## config.mk

```make
export PLATFORM = sky130hd
export DESIGN_NAME = sorted_timer_queue
export DESIGN_NICKNAME = d
export VERILOG_FILES = /design/src/rtl/stq_pkg.sv /design/src/rtl/sorted_timer_queue.sv /design/src/rtl/stq_mul.sv
export SDC_FILE = /design/constraint.sdc
export NUM_CORES = 2
export LEC_CHECK = 0
export BUFFER_PORTS_ARGS = -buffer_cell sky130_fd_sc_hd__buf_2
export CELL_PAD_IN_SITES_DETAIL_PLACEMENT = 0
export CELL_PAD_IN_SITES_GLOBAL_PLACEMENT = 1
export CORE_MARGIN = 2
export CORE_UTILIZATION = 50
export CTS_CLUSTER_DIAMETER = 40
export DETAILED_ROUTE_END_ITERATION = 16
export PLACE_DENSITY_LB_ADDON = 0.25
export SLEW_MARGIN = 10
export SYNTH_ARGS = -nofsm -noshare
export SYNTH_HDL_FRONTEND = slang
export SYNTH_HIERARCHICAL = 1
export SYNTH_SLANG_ARGS = --single-unit
```

## constraint.sdc

```tcl
create_clock -name clock -period 11.5 [get_ports clock]
set_input_delay 0.575 -clock clock [delete_from_list [all_inputs] [get_ports clock]]
set_output_delay 0.575 -clock clock [all_outputs]
set_load 0.02 [all_outputs]
```

## src/rtl/stq_pkg.sv

```systemverilog
package stq_pkg;

   localparam int CMD_W          = 2;
   localparam int ID_W           = 4;
   localparam int TIME_W         = 64;
   localparam int SCALE_W        = 30;
   localparam int NUM_TIMERS_DEF = 16;

   typedef enum logic [CMD_W-1:0] {
      CMD_ARM    = 2'd0,
      CMD_CANCEL = 2'd1,
      CMD_RUN    = 2'd2
   } cmd_type;

   // one list entry
   typedef struct packed {
      logic [ID_W-1:0]   id;
      logic [TIME_W-1:0] deadline;
   } entry_type;

   // signed a <= b on two's complement patterns
   function automatic logic le_signed(input logic [TIME_W-1:0] a,
                                      input logic [TIME_W-1:0] b);
      le_signed = ($signed(a) <= $signed(b));
   endfunction

endpackage

```

## src/rtl/sorted_timer_queue.sv

```systemverilog
// Sorted deadline timer queue, one entry per armed timer, held in a one-port-write RAM.
// Arm: the shift-add multiplier scales the time, then a remove pass and an insert pass.
// Cancel: a remove pass. Run: a scan counts the due entries, each is sent as an expiry beat, then
// a pass compacts the list. One command at a time; req_stall stays high until the list walk is done.
// Reset (synchronous): list empty, clock enabled; RAM contents are not cleared.
module sorted_timer_queue #(
   parameter int NUM_TIMERS = stq_pkg::NUM_TIMERS_DEF
) (
   input  logic                               clock,
   input  logic                               reset,
   // command channel
   input  logic                               req_valid,
   output logic                               req_stall,
   input  logic [stq_pkg::CMD_W-1:0]          req_cmd,
   input  logic [stq_pkg::ID_W-1:0]           req_timer_id,
   input  logic signed [stq_pkg::TIME_W-1:0]  req_time_value,
   input  logic [stq_pkg::SCALE_W-1:0]        req_scale,
   // expiry channel
   output logic                               rsp_valid,
   input  logic                               rsp_stall,
   output logic [stq_pkg::ID_W-1:0]           rsp_expired_id,
   output logic signed [stq_pkg::TIME_W-1:0]  rsp_expired_deadline,
   output logic                               rsp_last_expired,
   // clock_enabled register
   input  logic                               csr_valid,
   output logic                               csr_ready,
   input  logic                               csr_clock_enabled
);
   import stq_pkg::*;

   localparam int IDX_W = $clog2(NUM_TIMERS);
   localparam int CNT_W = $clog2(NUM_TIMERS + 1);

   typedef enum logic [8:0] {
      ST_IDLE      = 9'b000000001,
      ST_MUL       = 9'b000000010,  // waiting on the multiplier
      ST_RM        = 9'b000000100,  // remove pass, ascending
      ST_INS       = 9'b000001000,  // insert pass, descending
      ST_RUN_CNT   = 9'b000010000,  // count due entries
      ST_EMIT_RD   = 9'b000100000,
      ST_EMIT_LD   = 9'b001000000,
      ST_EMIT_WAIT = 9'b010000000,
      ST_CMP       = 9'b100000000   // close the gap left by the run
   } state_type;

   state_type         state_ff, state_in;
   logic              clk_en_ff, clk_en_in;
   logic [CNT_W-1:0]  cnt_ff, cnt_in;        // armed entries
   logic [CNT_W-1:0]  rd_ptr_ff, rd_ptr_in;  // next read in a pass
   logic              pend_ff, pend_in;      // rd_data_ff valid for dat_idx_ff
   logic [CNT_W-1:0]  dat_idx_ff, dat_idx_in;
   logic              found_ff, found_in;
   logic [CNT_W-1:0]  hit_ff, hit_in;        // due entries in this run
   logic [CNT_W-1:0]  emit_ff, emit_in;
   logic [ID_W-1:0]   tid_ff, tid_in;
   logic [CMD_W-1:0]  cmd_ff, cmd_in;
   logic [TIME_W-1:0] key_ff, key_in;        // new deadline or run time

   logic              rsp_valid_ff, rsp_valid_in;
   logic [ID_W-1:0]   rsp_id_ff, rsp_id_in;
   logic [TIME_W-1:0] rsp_dl_ff, rsp_dl_in;
   logic              rsp_last_ff, rsp_last_in;

   // list RAM
   entry_type         mem [NUM_TIMERS];
   entry_type         rd_data_ff;
   logic [IDX_W-1:0]  rd_addr;
   logic              wr_en;
   logic [IDX_W-1:0]  wr_addr;
   entry_type         wr_data;

   logic              mul_start;
   logic              mul_done;
   logic [TIME_W-1:0] mul_product;

   logic              le_hit;
   logic              rsp_take;
   logic [CNT_W-1:0]  dat_dec, dat_inc, dat_sub, ptr_dec, ptr_inc, emit_inc, cnt_left;

   stq_mul u_mul (
      .clock      (clock),
      .reset      (reset),
      .start      (mul_start),
      .time_value (req_time_value),
      .scale      (req_scale),
      .done       (mul_done),
      .product    (mul_product)
   );

   // the one shared compare: stored deadline against key
   assign le_hit   = le_signed(rd_data_ff.deadline, key_ff);
   assign rsp_take = rsp_valid_ff && !rsp_stall;

   assign dat_dec  = dat_idx_ff - CNT_W'(1);
   assign dat_inc  = dat_idx_ff + CNT_W'(1);
   assign dat_sub  = dat_idx_ff - hit_ff;
   assign ptr_dec  = rd_ptr_ff - CNT_W'(1);
   assign ptr_inc  = rd_ptr_ff + CNT_W'(1);
   assign emit_inc = emit_ff + CNT_W'(1);
   assign cnt_left = cnt_ff - CNT_W'(found_ff);

   always_comb begin
      state_in     = state_ff;
      clk_en_in    = clk_en_ff;
      cnt_in       = cnt_ff;
      rd_ptr_in    = rd_ptr_ff;
      pend_in      = pend_ff;
      dat_idx_in   = dat_idx_ff;
      found_in     = found_ff;
      hit_in       = hit_ff;
      emit_in      = emit_ff;
      tid_in       = tid_ff;
      cmd_in       = cmd_ff;
      key_in       = key_ff;
      rsp_valid_in = rsp_valid_ff;
      rsp_id_in    = rsp_id_ff;
      rsp_dl_in    = rsp_dl_ff;
      rsp_last_in  = rsp_last_ff;
      rd_addr      = rd_ptr_ff[IDX_W-1:0];
      wr_en        = 1'b0;
      wr_addr      = '0;
      wr_data      = rd_data_ff;
      mul_start    = 1'b0;

      if (csr_valid) begin
         clk_en_in = csr_clock_enabled;
      end

      unique case (state_ff)
         ST_IDLE: begin
            if (req_valid) begin
               cmd_in    = req_cmd;
               tid_in    = req_timer_id;
               key_in    = req_time_value;
               rd_ptr_in = '0;
               pend_in   = 1'b0;
               found_in  = 1'b0;
               hit_in    = '0;
               unique case (req_cmd)
                  CMD_ARM: begin
                     mul_start = 1'b1;
                     state_in  = ST_MUL;
                  end
                  CMD_CANCEL: state_in = ST_RM;
                  CMD_RUN: begin
                     if (clk_en_ff) begin
                        state_in = ST_RUN_CNT;
                     end
                  end
                  default: state_in = ST_IDLE;
               endcase
            end
         end

         ST_MUL: begin
            if (mul_done) begin
               key_in   = mul_product;
               state_in = ST_RM;
            end
         end

         ST_RM: begin
            // once the timer is found, every later entry slides down one slot
            if (pend_ff) begin
               if (found_ff) begin
                  wr_en   = 1'b1;
                  wr_addr = dat_dec[IDX_W-1:0];
               end
               if (rd_data_ff.id == tid_ff) begin
                  found_in = 1'b1;
               end
            end
            if (rd_ptr_ff < cnt_ff) begin
               pend_in    = 1'b1;
               dat_idx_in = rd_ptr_ff;
               rd_ptr_in  = ptr_inc;
            end else begin
               pend_in = 1'b0;
            end
            if (!pend_ff && (rd_ptr_ff >= cnt_ff)) begin
               cnt_in = cnt_left;
               if ((cmd_ff == CMD_ARM) && (cnt_left < CNT_W'(NUM_TIMERS))) begin
                  rd_ptr_in = cnt_left;
                  state_in  = ST_INS;
               end else begin
                  state_in = ST_IDLE;   // cancel done, or full list drops the arm
               end
            end
         end

         ST_INS: begin
            // walk down from the tail, moving later deadlines up one slot
            rd_addr = ptr_dec[IDX_W-1:0];
            if (pend_ff && le_hit) begin
               wr_en    = 1'b1;
               wr_addr  = dat_inc[IDX_W-1:0];
               wr_data  = '{id: tid_ff, deadline: key_ff};
               cnt_in   = cnt_ff + CNT_W'(1);
               pend_in  = 1'b0;
               state_in = ST_IDLE;
            end else if (!pend_ff && (rd_ptr_ff == '0)) begin
               // new entry goes to the head
               wr_en    = 1'b1;
               wr_addr  = '0;
               wr_data  = '{id: tid_ff, deadline: key_ff};
               cnt_in   = cnt_ff + CNT_W'(1);
               state_in = ST_IDLE;
            end else begin
               if (pend_ff) begin
                  wr_en   = 1'b1;
                  wr_addr = dat_inc[IDX_W-1:0];
               end
               if (rd_ptr_ff != '0) begin
                  pend_in    = 1'b1;
                  dat_idx_in = ptr_dec;
                  rd_ptr_in  = ptr_dec;
               end else begin
                  pend_in = 1'b0;
               end
            end
         end

         ST_RUN_CNT: begin
            if ((pend_ff && !le_hit) || (!pend_ff && (rd_ptr_ff >= cnt_ff))) begin
               pend_in  = 1'b0;
               emit_in  = '0;
               state_in = (hit_ff == '0) ? ST_IDLE : ST_EMIT_RD;
            end else begin
               if (pend_ff) begin
                  hit_in = hit_ff + CNT_W'(1);
               end
               if (rd_ptr_ff < cnt_ff) begin
                  pend_in    = 1'b1;
                  dat_idx_in = rd_ptr_ff;
                  rd_ptr_in  = ptr_inc;
               end else begin
                  pend_in = 1'b0;
               end
            end
         end

         ST_EMIT_RD: begin
            rd_addr  = emit_ff[IDX_W-1:0];
            state_in = ST_EMIT_LD;
         end

         ST_EMIT_LD: begin
            rsp_valid_in = 1'b1;
            rsp_id_in    = rd_data_ff.id;
            rsp_dl_in    = rd_data_ff.deadline;
            rsp_last_in  = (emit_inc == hit_ff);
            state_in     = ST_EMIT_WAIT;
         end

         ST_EMIT_WAIT: begin
            if (rsp_take) begin
               rsp_valid_in = 1'b0;
               emit_in      = emit_inc;
               if (emit_inc == hit_ff) begin
                  rd_ptr_in = hit_ff;
                  pend_in   = 1'b0;
                  state_in  = ST_CMP;
               end else begin
                  state_in = ST_EMIT_RD;
               end
            end
         end

         ST_CMP: begin
            // survivors move down by the number of expired entries
            if (pend_ff) begin
               wr_en   = 1'b1;
               wr_addr = dat_sub[IDX_W-1:0];
            end
            if (rd_ptr_ff < cnt_ff) begin
               pend_in    = 1'b1;
               dat_idx_in = rd_ptr_ff;
               rd_ptr_in  = ptr_inc;
            end else begin
               pend_in = 1'b0;
            end
            if (!pend_ff && (rd_ptr_ff >= cnt_ff)) begin
               cnt_in   = cnt_ff - hit_ff;
               state_in = ST_IDLE;
            end
         end

         default: state_in = ST_IDLE;
      endcase
   end

   always_ff @(posedge clock) begin
      if (reset) begin
         state_ff     <= ST_IDLE;
         clk_en_ff    <= 1'b1;
         cnt_ff       <= '0;
         rd_ptr_ff    <= '0;
         pend_ff      <= 1'b0;
         found_ff     <= 1'b0;
         hit_ff       <= '0;
         emit_ff      <= '0;
         rsp_valid_ff <= 1'b0;
      end else begin
         state_ff     <= state_in;
         clk_en_ff    <= clk_en_in;
         cnt_ff       <= cnt_in;
         rd_ptr_ff    <= rd_ptr_in;
         pend_ff      <= pend_in;
         found_ff     <= found_in;
         hit_ff       <= hit_in;
         emit_ff      <= emit_in;
         rsp_valid_ff <= rsp_valid_in;
      end
   end

   always_ff @(posedge clock) begin
      dat_idx_ff  <= dat_idx_in;
      tid_ff      <= tid_in;
      cmd_ff      <= cmd_in;
      key_ff      <= key_in;
      rsp_id_ff   <= rsp_id_in;
      rsp_dl_ff   <= rsp_dl_in;
      rsp_last_ff <= rsp_last_in;
   end

   // list RAM: one write, one registered read per cycle
   always_ff @(posedge clock) begin
      if (wr_en) begin
         mem[wr_addr] <= wr_data;
      end
      rd_data_ff <= mem[rd_addr];
   end

   assign req_stall            = (state_ff != ST_IDLE);
   assign csr_ready            = 1'b1;
   assign rsp_valid            = rsp_valid_ff;
   assign rsp_expired_id       = rsp_id_ff;
   assign rsp_expired_deadline = rsp_dl_ff;
   assign rsp_last_expired     = rsp_last_ff;

   a_cnt_range: assert property (@(posedge clock) disable iff (reset)
      cnt_ff <= CNT_W'(NUM_TIMERS))
      else $error("armed count above list depth");

   a_rsp_state: assert property (@(posedge clock) disable iff (reset)
      rsp_valid_ff |-> (state_ff == ST_EMIT_WAIT))
      else $error("expiry beat outside emit wait");

   a_arm_mul: assert property (@(posedge clock) disable iff (reset)
      (req_valid && !req_stall && (req_cmd == CMD_ARM)) |=> (state_ff == ST_MUL))
      else $error("arm did not start multiplier");

   a_wr_state: assert property (@(posedge clock) disable iff (reset)
      wr_en |-> ((state_ff == ST_RM) || (state_ff == ST_INS) || (state_ff == ST_CMP)))
      else $error("list write outside a list pass");

   a_last_cmp: assert property (@(posedge clock) disable iff (reset)
      (rsp_take && rsp_last_ff) |=> (state_ff == ST_CMP))
      else $error("last expiry did not start compaction");

endmodule

```

## src/rtl/stq_mul.sv

```systemverilog
module stq_mul (
   input  logic                        clock,
   input  logic                        reset,
   input  logic                        start,
   input  logic [stq_pkg::TIME_W-1:0]  time_value,
   input  logic [stq_pkg::SCALE_W-1:0] scale,
   output logic                        done,
   output logic [stq_pkg::TIME_W-1:0]  product
);
   import stq_pkg::*;

   localparam int ACC_W  = TIME_W + SCALE_W;
   localparam int STEP_W = $clog2(SCALE_W);
   localparam logic [TIME_W-1:0] MOST_NEG = {1'b1, {(TIME_W-1){1'b0}}};
   localparam logic [TIME_W-1:0] MOST_POS = {1'b0, {(TIME_W-1){1'b1}}};

   logic                busy_ff, busy_in;
   logic                fin_ff, fin_in;
   logic                done_ff, done_in;
   logic [STEP_W-1:0]   step_ff, step_in;
   logic [ACC_W-1:0]    acc_ff, acc_in;
   logic [TIME_W-1:0]   mag_ff, mag_in;
   logic [SCALE_W-1:0]  sc_ff, sc_in;
   logic                neg_ff, neg_in;
   logic [TIME_W-1:0]   prod_ff, prod_in;
   logic                over;
   logic [TIME_W-1:0]   sat_mag;

   // magnitude above the limit of the sign's range
   always_comb begin
      if (neg_ff) begin
         over = (|acc_ff[ACC_W-1:TIME_W]) ||
                (acc_ff[TIME_W-1] && (|acc_ff[TIME_W-2:0]));
      end else begin
         over = |acc_ff[ACC_W-1:TIME_W-1];
      end
      if (over) begin
         sat_mag = neg_ff ? MOST_NEG : MOST_POS;
      end else begin
         sat_mag = acc_ff[TIME_W-1:0];
      end
   end

   always_comb begin
      busy_in = busy_ff;
      fin_in  = 1'b0;
      done_in = 1'b0;
      step_in = step_ff;
      acc_in  = acc_ff;
      mag_in  = mag_ff;
      sc_in   = sc_ff;
      neg_in  = neg_ff;
      prod_in = prod_ff;
      if (start) begin
         neg_in  = time_value[TIME_W-1];
         mag_in  = time_value[TIME_W-1] ? (~time_value + TIME_W'(1)) : time_value;
         acc_in  = '0;
         sc_in   = scale;
         step_in = '0;
         busy_in = 1'b1;
      end else if (busy_ff) begin
         // shift-add, scale MSB first
         acc_in  = {acc_ff[ACC_W-2:0], 1'b0} +
                   (sc_ff[SCALE_W-1] ? {{SCALE_W{1'b0}}, mag_ff} : ACC_W'(0));
         sc_in   = {sc_ff[SCALE_W-2:0], 1'b0};
         step_in = step_ff + STEP_W'(1);
         if (step_ff == STEP_W'(SCALE_W - 1)) begin
            busy_in = 1'b0;
            fin_in  = 1'b1;
         end
      end else if (fin_ff) begin
         prod_in = neg_ff ? (~sat_mag + TIME_W'(1)) : sat_mag;
         done_in = 1'b1;
      end
   end

   always_ff @(posedge clock) begin
      if (reset) begin
         busy_ff <= 1'b0;
         fin_ff  <= 1'b0;
         done_ff <= 1'b0;
         step_ff <= '0;
      end else begin
         busy_ff <= busy_in;
         fin_ff  <= fin_in;
         done_ff <= done_in;
         step_ff <= step_in;
      end
   end

   always_ff @(posedge clock) begin
      acc_ff  <= acc_in;
      mag_ff  <= mag_in;
      sc_ff   <= sc_in;
      neg_ff  <= neg_in;
      prod_ff <= prod_in;
   end

   assign done    = done_ff;
   assign product = prod_ff;

endmodule
```

==> results.json <==
{
  "io_buffers": 176,
  "startpoint_type": "register",
  "cts_tree": "yes",
  "synth_cell_types": 97,
  "die_x_um": 383.3,
  "ys_async_sr_fraction_pct": 0,
  "required_ns": 12.03,
  "syn_avg_cell_area_um2": 11.57,
  "p_sw_w": 0.006207,
  "slew_viol_final": 0,
  "critPathArrivalTime_ns": 6.28,
  "power_frac_seq_pct": 41.4,
  "drt-total-wl_um": 216300,
  "yosysSeqAreaShare_pct": 63.69,
  "clk_pin_slew_worst_paths_ns": 0.06,
  "fp.dieH_um": 383.3,
  "sw_frac_of_total_pct": 32.87,
  "cp_top_family": "simple AND/OR/NAND/NOR gates",
  "fin_crit_ns": 5.751,
  "synth_area_um2": 71920,
  "synth-seq-cells": 1593,
  "antenna_found_initial": 17,
  "pre_cts_ws_ns": 5.859,
  "power_density_nw_per_um2": 229.5,
  "final_nets": 6627,
  "yosys-top-cells-area": "edfxtp_1 (58%), nand2_1 (6.9%), dfxtp_1 (5.7%), nand3_1 (3.3%), ha_1 (2.7%)",
  "hp-class": "in -> reg",
  "drt_iter0_drc": 5665,
  "cp.buffers_inverters": 3,
  "clk-insertion-delay-late_ns": 0.85,
  "grt_use_total_pct": 29.05,
  "pwr-share-clk_pct": 35.1,
  "combPwrFrac_pct": 23.5,
  "gr-total-overflow": 0,
  "worst_slack_ns": 5.749,
  "tns_ns": 0,
  "cts_made_buffers": 207,
  "ant_nets": 0,
  "min_period_over_period_pct": 50.01,
  "synthCells": 6217,
  "grt_setup_unrepaired": "false",
  "cts_root_buf": "clkbuf_16",
  "skew_ns": 0.03720,
  "cpMostUsedCell": "buf_4",
  "outcome": "completed",
  "hpwl_um": 128900,
  "layout-drive-gt1-share_pct": 12.98,
  "mostFrequentLayoutCells": "edfxtp_1 (1390), nand2_1 (1330), nand3_1 (475), nor2_1 (244), a21oi_1 (216)",
  "rows": 139,
  "ios": 178,
  "die_area_um2": 146900,
  "post-synth-top-area-fraction_pct": 58.04,
  "start_util_pct": 50.25,
  "synth_edf_count": 1390,
  "grt_pass1_wl_um": 318600,
  "ir_worst_vdd_mv": 0.1680,
  "worstSetupPathType": "reg -> reg",
  "drv_cap": 0,
  "area.growth.synth_to_final_pct": 14.43,
  "grt_max_degree": 177,
  "final_common_cell": "edfxtp_1",
  "fmax_mhz": 173.9,
  "end_kind": "register",
  "yosysWarnings": 6,
  "post_cts_resized": 0,
  "relSlewSlack_pct": 5.039,
  "ys.flop_type": "edfxtp_1",
  "grt_pass1_vias": 48570,
  "vias": 51240,
  "p_leak_nw": 29.31,
  "yosysTopAreaCell": "edfxtp_1",
  "synth_fp_nets": 6479,
  "nFillCells": 11690,
  "cts_sinks": 1593,
  "cp_max_fo": 46,
  "hold_viol": 0,
  "critPathSlowestCell": "nor4b_1",
  "r2r_slack_ns": 5.75,
  "route.detailed.wl_per_inst_um": 25.56,
  "setup_violations": 0,
  "p_int_w": 0.01268,
  "drc": 0,
  "routabilityCongestion": 0.9409,
  "max-clock-path-buffers": 3,
  "slowest_delay_ns": 0.97,
  "coreArea_um2": 143100,
  "cp_cell_sequence": "inv_1 > ha_1 > nand4_1 > or3_1 > nor4b_1 > o311ai_0 > o221a_2 > a31oi_1 > nor3_2 > buf_4 > buf_4 > mux2_2",
  "h-tree-depth": 4,
  "worstMarginPinSlew_ns": 1.389,
  "vias_per_cell": 6.056,
  "first_pass_iters": 6
}
[cell type report]
class	count	area (um^2)	share of cell area, %
Sequential cell	1593	45810	55.66
Tap cell	1903	2381	2.893
Clock buffer	240	5384	6.542
Inverter	127	479.2	0.5823
Clock inverter	155	1837	2.232
Antenna cell	7	17.52	0.02129
Multi-Input combinational cell	4143	24460	29.72
Timing Repair Buffer	293	1929	2.344
[worst register-to-register path, stage by stage, from the launching register on]
cell	delay (ns)
edfxtp_1	0.40
inv_1	0.07
ha_1	0.30
nand4_1	0.27
or3_1	0.54
nor4b_1	0.97
o311ai_0	0.66
o221a_2	0.36
a31oi_1	0.40
nor3_2	0.09
buf_4	0.29
buf_4	0.50
mux2_2	0.59
[timing repair]
action                    in CTS  in global routing
setup buffers                  0                  0
hold buffers                  33                  0
hold endpoints to repair      32                  0
[per-layer routing]
metal	global-route usage, %	share of wire (%)	vias up
li1	-	-	23310
met1	40.34	42	25250
met2	46.78	47	2279
met3	4.074	7.6	394
met4	10.38	3.2	10
met5	0	0.032	-
[cell families (layout without fill, tap and decap cells)]
kind of cell	after synthesis	count (layout)	synth area share [%]
fa+ha+maj	156	156	2.745
flops	1593	1593	63.69
compound gates	969	969	8.928
buf+inv	481	815	2.592
other cells	1	8	0.005214
simple gates	2635	2635	16.76
xor+xnor	184	184	2.241
mux	198	198	3.034
[state kept, by name, summed over array words and instances, names as in the netlist, 4 cells and up]
signal                count
tid_ff                    4
dat_idx_ff                4
mem                    1088
hit_ff                    5
u_mul/acc_ff             94
u_mul/product            64
state_ff                  9
rsp_expired_deadline     64
rsp_expired_id            4
cnt_ff                    5
u_mul/step_ff             5
rd_ptr_ff                 5
u_mul/sc_ff              30
u_mul/mag_ff             64
emit_ff                   5
rd_data_ff               68
key_ff                   64
[through the flow]
step | hold WS (ns) | area [um^2] | utilization [%] | power (W) | std cells
floorplan | 0.4082 | 71920 | - | 0.01083 | 6217
global placement | 0.4375 | 74730 | 52.21 | 0.01219 | 8026
CTS | 0.001792 | 82280 | 57.48 | 0.01889 | 8454
finish | 0.05272 | 82300 | 57.50 | 0.01888 | 8461
global route | 0.03105 | 82290 | 57.49 | 0.01971 | 8459
detailed placement | 0.4600 | 74730 | 52.21 | 0.01226 | 8026
[power by group through the flow]
stage          sequential [W]  combinational, W  clock, W
2_1_floorplan         0.00762           0.00321         0
3_3_place_gp          0.00790           0.00428         0
3_5_place_dp          0.00790           0.00436         0
4_1_cts               0.00779           0.00439   0.00671
5_1_grt               0.00785           0.00491   0.00695
6_report              0.00781           0.00444   0.00664
[cells in the mapped netlist, types with 48 or more instances]
library cell,number
and3_1,164
ha_1,153
inv_1,126
nand4_1,65
edfxtp_1,1390
a21oi_1,216
xor2_1,48
xnor2_1,136
mux2_2,160
nor2_1,262
a31oi_1,159
and2_1,80
nand2_1,1331
o21ai_0,153
nor3_1,81
a211oi_1,109
dfxtp_1,203
clkbuf_1,283
nand3_1,475
a311oi_1,74
[path summary, 6_finish.rpt]
check / from / to / cells after the start
setup / recovery: key_ff[53] / mem[14][17] / 12
hold reg to reg: rd_data_ff[59] / rsp_expired_deadline[59] / 0
hold / removal: req_scale[15] / u_mul/sc_ff[15] / 2
setup reg to reg: key_ff[53] / mem[14][17] / 12
(Power assumes the default switching activity.)
